$ cat config.mk
export PLATFORM = sky130hd
export DESIGN_NAME = bzrg_mul_unit
export DESIGN_NICKNAME = d
export VERILOG_FILES = /design/src/design/assert_macros.svh /design/src/design/bzrg_pkg.sv /design/src/design/bzrg_mul_unit.sv
export SDC_FILE = /design/constraint.sdc
export NUM_CORES = 1
export LEC_CHECK = 0
export BUFFER_PORTS_ARGS = -buffer_cell sky130_fd_sc_hd__buf_2
export CAP_MARGIN = 20
export CORE_MARGIN = 4
export CORE_UTILIZATION = 50
export CTS_CLUSTER_DIAMETER = 80
export DETAILED_ROUTE_END_ITERATION = 8
export PLACE_DENSITY = 0.74
export SLEW_MARGIN = 15
export SYNTH_ARGS = -nofsm -noshare
export SYNTH_HDL_FRONTEND = slang
export SYNTH_SLANG_ARGS = --single-unit
$ cat constraint.sdc
create_clock -name clk -period 5.2 [get_ports clk]
set_clock_uncertainty 0.2 [all_clocks]
set_input_delay 0.52 -clock clk [delete_from_list [all_inputs] [get_ports clk]]
set_output_delay 0.52 -clock clk [all_outputs]
set_load 0.005 [all_outputs]
$ cat src/design/assert_macros.svh
// assertion macros shared by the design files
`ifndef ASSERT_MACROS_SVH
`define ASSERT_MACROS_SVH
`ifndef SYNTHESIS
`define BZ_ASSERT(lbl, prop, msg) \
    lbl: assert property (@(posedge clk) disable iff (!rst_n) (prop)) else $error(msg);
`define BZ_ASSERT_IMPL(lbl, ante, cons, msg) \
    lbl: assert property (@(posedge clk) disable iff (!rst_n) (ante) |-> (cons)) else $error(msg);
`else
`define BZ_ASSERT(lbl, prop, msg)
`define BZ_ASSERT_IMPL(lbl, ante, cons, msg)
`endif
`endif

$ cat src/design/bzrg_pkg.sv
// types and constants of the reaction grid stepper
`default_nettype none
package bzrg_pkg;

    localparam int GRID_WIDTH_DEF  = 32;
    localparam int GRID_HEIGHT_DEF = 32;

    localparam logic [8:0] BIAS_RESET = 9'd259;

    // floor(s / 9) == (s * 3641) >> 15 for every s below 2^15
    localparam int          MUL_W      = 12;
    localparam int          PROD_W     = 2 * MUL_W;
    localparam logic [11:0] DIV9_RECIP = 12'd3641;
    localparam int          DIV9_SHIFT = 15;

    localparam logic [3:0] NBR_COUNT = 4'd9;
    localparam logic [2:0] OP_LAST   = 3'd5;
    localparam logic [2:0] OP_DIV_C  = 3'd2;

    localparam logic FUNC_LOAD = 1'b0;
    localparam logic FUNC_STEP = 1'b1;

    typedef struct packed {
        logic       func;
        logic [4:0] cell_x;
        logic [4:0] cell_y;
        logic [7:0] value_a;
        logic [7:0] value_b;
        logic [7:0] value_c;
    } in_t;

    typedef struct packed {
        logic [4:0] pixel_x;
        logic [4:0] pixel_y;
        logic [7:0] red;
        logic [7:0] green;
        logic [7:0] blue;
        logic       generation_end;
    } out_t;

    typedef struct packed {
        logic [7:0] c;
        logic [7:0] b;
        logic [7:0] a;
    } cell_t;

    typedef enum logic [3:0] {
        ST_IDLE  = 4'b0001,
        ST_READ  = 4'b0010,
        ST_MATH  = 4'b0100,
        ST_WRITE = 4'b1000
    } state_t;

endpackage
`default_nettype wire

$ cat src/design/bzrg_mul_unit.sv
// shared unsigned multiplier with registered product
`default_nettype none
module bzrg_mul_unit (
    input  wire logic                          clk,
    input  wire logic [bzrg_pkg::MUL_W-1:0]    op_a,
    input  wire logic [bzrg_pkg::MUL_W-1:0]    op_b,
    output logic [bzrg_pkg::PROD_W-1:0]        product
);
    import bzrg_pkg::*;

    logic [PROD_W-1:0] product_reg;

    always_ff @(posedge clk)
    begin
        product_reg <= PROD_W'(op_a) * PROD_W'(op_b);
    end

    assign product = product_reg;

endmodule
`default_nettype wire

==> impl_summary.txt <==
----------------------------------------------------
[Status]
  Outcome ... finished clean

[Finish]
  Share of cells above drive strength 1 ... 0.143
  Number of diodes added for antenna fixing ... 0
  Signed area change from the synthesized netlist to the final layout ... 11.7%
  Flip-flop count of the largest register after layout ... 24
  Net count of the finished layout ... 848
  Cell area after layout ... 5880 um2
  Layout Utilization ... 0.572

[Timing]
  Post-layout min period ... 5.02 ns
  Remaining max-slew budget at the tightest pin ... 0.762
  # setup viols final ... 0
  Number of failing hold endpoints at the final stage ... 0
  Setup repair after global routing missed its margin ... true
  Count of final max-slew check failures ... 0
  Post-route fraction of the period consumed by the critical path ... 0.965
  Highest Clock Rate ... 0.199 GHz
  Hold slack final ... 0.440 ns
  Worst Tran Pin Value ... 0.353 ns

[Synth]
  Post-synthesis share of cell area spent on xor and xnor gates ... 0.0300
  Async S/R FF share, synth ... 0
  Fraction of the mapped netlist area in compound gates ... 0.0718
  Synth warn ... 0
  #FFs+latches synth ... 24
  Seq/Total Area, Yosys ... 0.0913
  Number of synthesized flops with an enable pin ... 0
  Yosys top cell area share ... 0.380
  Mapped Area ... 5260 um2
  Most common library cells after synthesis ... sky130_fd_sc_hd__inv_1, sky130_fd_sc_hd__fa_1, sky130_fd_sc_hd__nand2_1
  Synth top area cells ... sky130_fd_sc_hd__fa_1, sky130_fd_sc_hd__ha_1, sky130_fd_sc_hd__inv_1
  Most area-hungry cell type in the Yosys netlist ... sky130_fd_sc_hd__fa_1
  Largest family of logic cells by synthesized area ... adder cells
  Cell count after synthesis ... 603
  Adder-cell share of the synthesized area ... 0.528
  Post-synthesis mux area share ... 0
  Main synth FF type ... sky130_fd_sc_hd__dfxtp_1
  Synthesized netlist net count ... 790
  Post-synthesis average cell area ... 8.73 um2
  Post-synth cell types ... 39
  Simple-gate share of the synthesized area ... 0.159
  Most common cell in the netlist ... sky130_fd_sc_hd__inv_1

[Power and ir drop]
  Share of total power in sequential cells ... 0.097
  Switch Pwr ... 1.61 mW
  Peak ir drop on the vdd network ... 0.403 mV
  Static leakage ... 3.22 nW
  Internal power ... 1.72 mW
  Combinational group share of total power ... 0.871
  Power Total ... 3.33 mW
  Part of the total power dissipated in the clock network ... 0.032
  Pwr per Cell Area ... 566 nW/um2
  Switching power share of the total ... 0.485

[Clock network]
  # H-tree levels ... 1
  Clock tree buffer depth ... 2
  CTS clock-pin slew for the worst setup and hold paths ... 0.08 ns
  Clock Tree Root ... sky130_fd_sc_hd__clkbuf_8
  Clock tree from TritonCTS ... built
  Post-CTS Setup Inserts ... 0
  Number of CTS-inserted buffers ... 3
  Number of clock sinks ... 24

[Place]
  Final HPWL DP ... 9710 um
  Area after detailed placement ... 5830 um2
  Count of port buffers added during placement ... 48
  Final RePlAce weighted congestion ... 0.884

[Flow run]
  Max Cap Violations ... 0

[Global routing]
  Via count of the first global-routing pass ... 4377
  Largest net degree at the start of global routing ... 13
  Residual overflow from global routing ... 0
  Initial antenna violation count ... 0
  Global-route wire length before repair ... 19000 um
  Combined global-route utilization of all metal layers ... 0.183

[Drt]
  Post-route ant nets ... 0
  Number of vias per cell ... 5.14
  Pre-Repair DR Iteration Count ... 4
  DRT Wirelength ... 10800 um
  Drt initial violations ... 121
  Routed via count ... 4089
  Wire per inst ... 13.5 um
  Count of unresolved DRC violations after routing ... 0

[Worst setup path]
  Cell with the largest stage delay on the worst path ... sky130_fd_sc_hd__fa_1
  Worst-path maximum fanout ... 6
  CP Cell Sequence ... buf_2, nand2_1, fa_1, inv_1, fa_1, inv_1, fa_1, inv_1, fa_1, inv_1, fa_1, inv_1, ha_1, a21o_1, o21a_4, a311oi_4, a31oi_1, xnor2_1
  Required time of the critical path ... 5.15 ns
  Crit path capture type ... flip-flop
  Delay of the slowest critical-path stage ... 0.53 ns
  Worst Path Class, Setup ... in -> reg
  Element type at the critical path start ... primary input
  Arrival time worst endpoint ... 4.97 ns

[Hold path]
  HP Class ... in -> reg

[Die]
  Ports ... 49
  Vertical die dimension ... 111 um
  Overall die width ... 111 um
  Core area ... 10300 um2
  Row count ... 37
  Initial Utilization ... 0.512
  Total die area ... 12200 um2

----------------------------------------------------
[power groups by stage]
| stage | clock (mW) | combinational (mW) | sequential (mW) |
|---|---|---|---|
| after detailed placement | 0 | 2.90 | 0.329 |
| after CTS | 0.113 | 2.92 | 0.324 |
| after floorplan | 0 | 2.01 | 0.342 |
| final | 0.107 | 2.90 | 0.323 |
| after global placement | 0 | 2.82 | 0.328 |
| after global routing | 0.121 | 3.31 | 0.332 |
[cells in the final DEF (no fill, tap or decap), types with 2 or more instances in the layout]
| cell type | instances |
|---|---|
| sky130_fd_sc_hd__nor2b_1 | 2 |
| sky130_fd_sc_hd__o21ai_1 | 2 |
| sky130_fd_sc_hd__o21ai_2 | 2 |
| sky130_fd_sc_hd__buf_4 | 32 |
| sky130_fd_sc_hd__inv_1 | 141 |
| sky130_fd_sc_hd__nand2_1 | 100 |
| sky130_fd_sc_hd__o21a_1 | 2 |
| sky130_fd_sc_hd__a21o_1 | 5 |
| sky130_fd_sc_hd__xor2_1 | 4 |
| sky130_fd_sc_hd__fa_1 | 100 |
| sky130_fd_sc_hd__a31oi_1 | 4 |
| sky130_fd_sc_hd__o21ai_0 | 5 |
| sky130_fd_sc_hd__clkbuf_8 | 3 |
| sky130_fd_sc_hd__nand4_1 | 3 |
| sky130_fd_sc_hd__nand3_1 | 4 |
| sky130_fd_sc_hd__buf_2 | 48 |
| sky130_fd_sc_hd__nor2_1 | 9 |
| sky130_fd_sc_hd__a21oi_1 | 15 |
| sky130_fd_sc_hd__and2_1 | 55 |
| sky130_fd_sc_hd__xnor2_1 | 14 |
| sky130_fd_sc_hd__ha_1 | 62 |
| sky130_fd_sc_hd__nand2b_1 | 2 |
| sky130_fd_sc_hd__dfxtp_1 | 24 |
| sky130_fd_sc_hd__nor3_1 | 2 |
[what timing repair did]
action | in CTS | in global routing
endpoints found under the setup margin | 0 | 5
gates resized for setup | 0 | 3
hold buffers | 0 | 0
[worst paths after layout]
kind / start / end / slack [ns] / depth (start not counted)
setup / recovery: op_b[3] / product[23]$_DFF_P_ / 0.18 / 18
hold / removal: op_b[0] / product[0]$_DFF_P_ / 0.44 / 2
[worst max-delay path, delay by kind of cell]
family,cells,cell delay [ns]
buffers and inverters,6,0.39
AO/OA/AOI/OAI,4,0.98
XOR/XNOR,1,0.15
AND/OR/NAND/NOR,1,0.09
adder cells (fa/ha/maj),6,2.81
[through the flow]
stage	setup WS [ns]	TNS, ns	std cells
floorplan	0.00341	0	603
global placement	-0.0121	-0.0121	792
detailed placement	-0.127	-0.368	792
CTS	0.137	0	795
global route	-0.0198	-0.0392	795
finish	0.183	0	795
[final cells by class]
| class | instances | area (um2) |
|---|---|---|
| flip-flops and latches | 24 | 480 |
| fillers | 949 | 4400 |
| repair buffers | 81 | 500 |
| inverters | 141 | 529 |
| clock buffers | 3 | 41.3 |
| multi-input cells | 410 | 4160 |
| well taps | 136 | 170 |
[layer usage]
| metal | track usage | vias up | wire, um |
|---|---|---|---|
| met5 | 0 | - | 0 |
| met4 | 0.0550 | 0 | 300 |
| met3 | 0.0219 | 22 | 413 |
| met2 | 0.352 | 92 | 5970 |
| met1 | 0.208 | 2065 | 4070 |
| li1 | - | 1910 | - |
[logic make-up (layout without fill, tap and decap cells)]
group	Yosys count	in the layout
buf+inv	169	225
simple gates	178	178
flops	24	24
fa+ha+maj	162	162
xor+xnor	18	18
compound gates	52	52
Power figures use the tool's default switching activity.
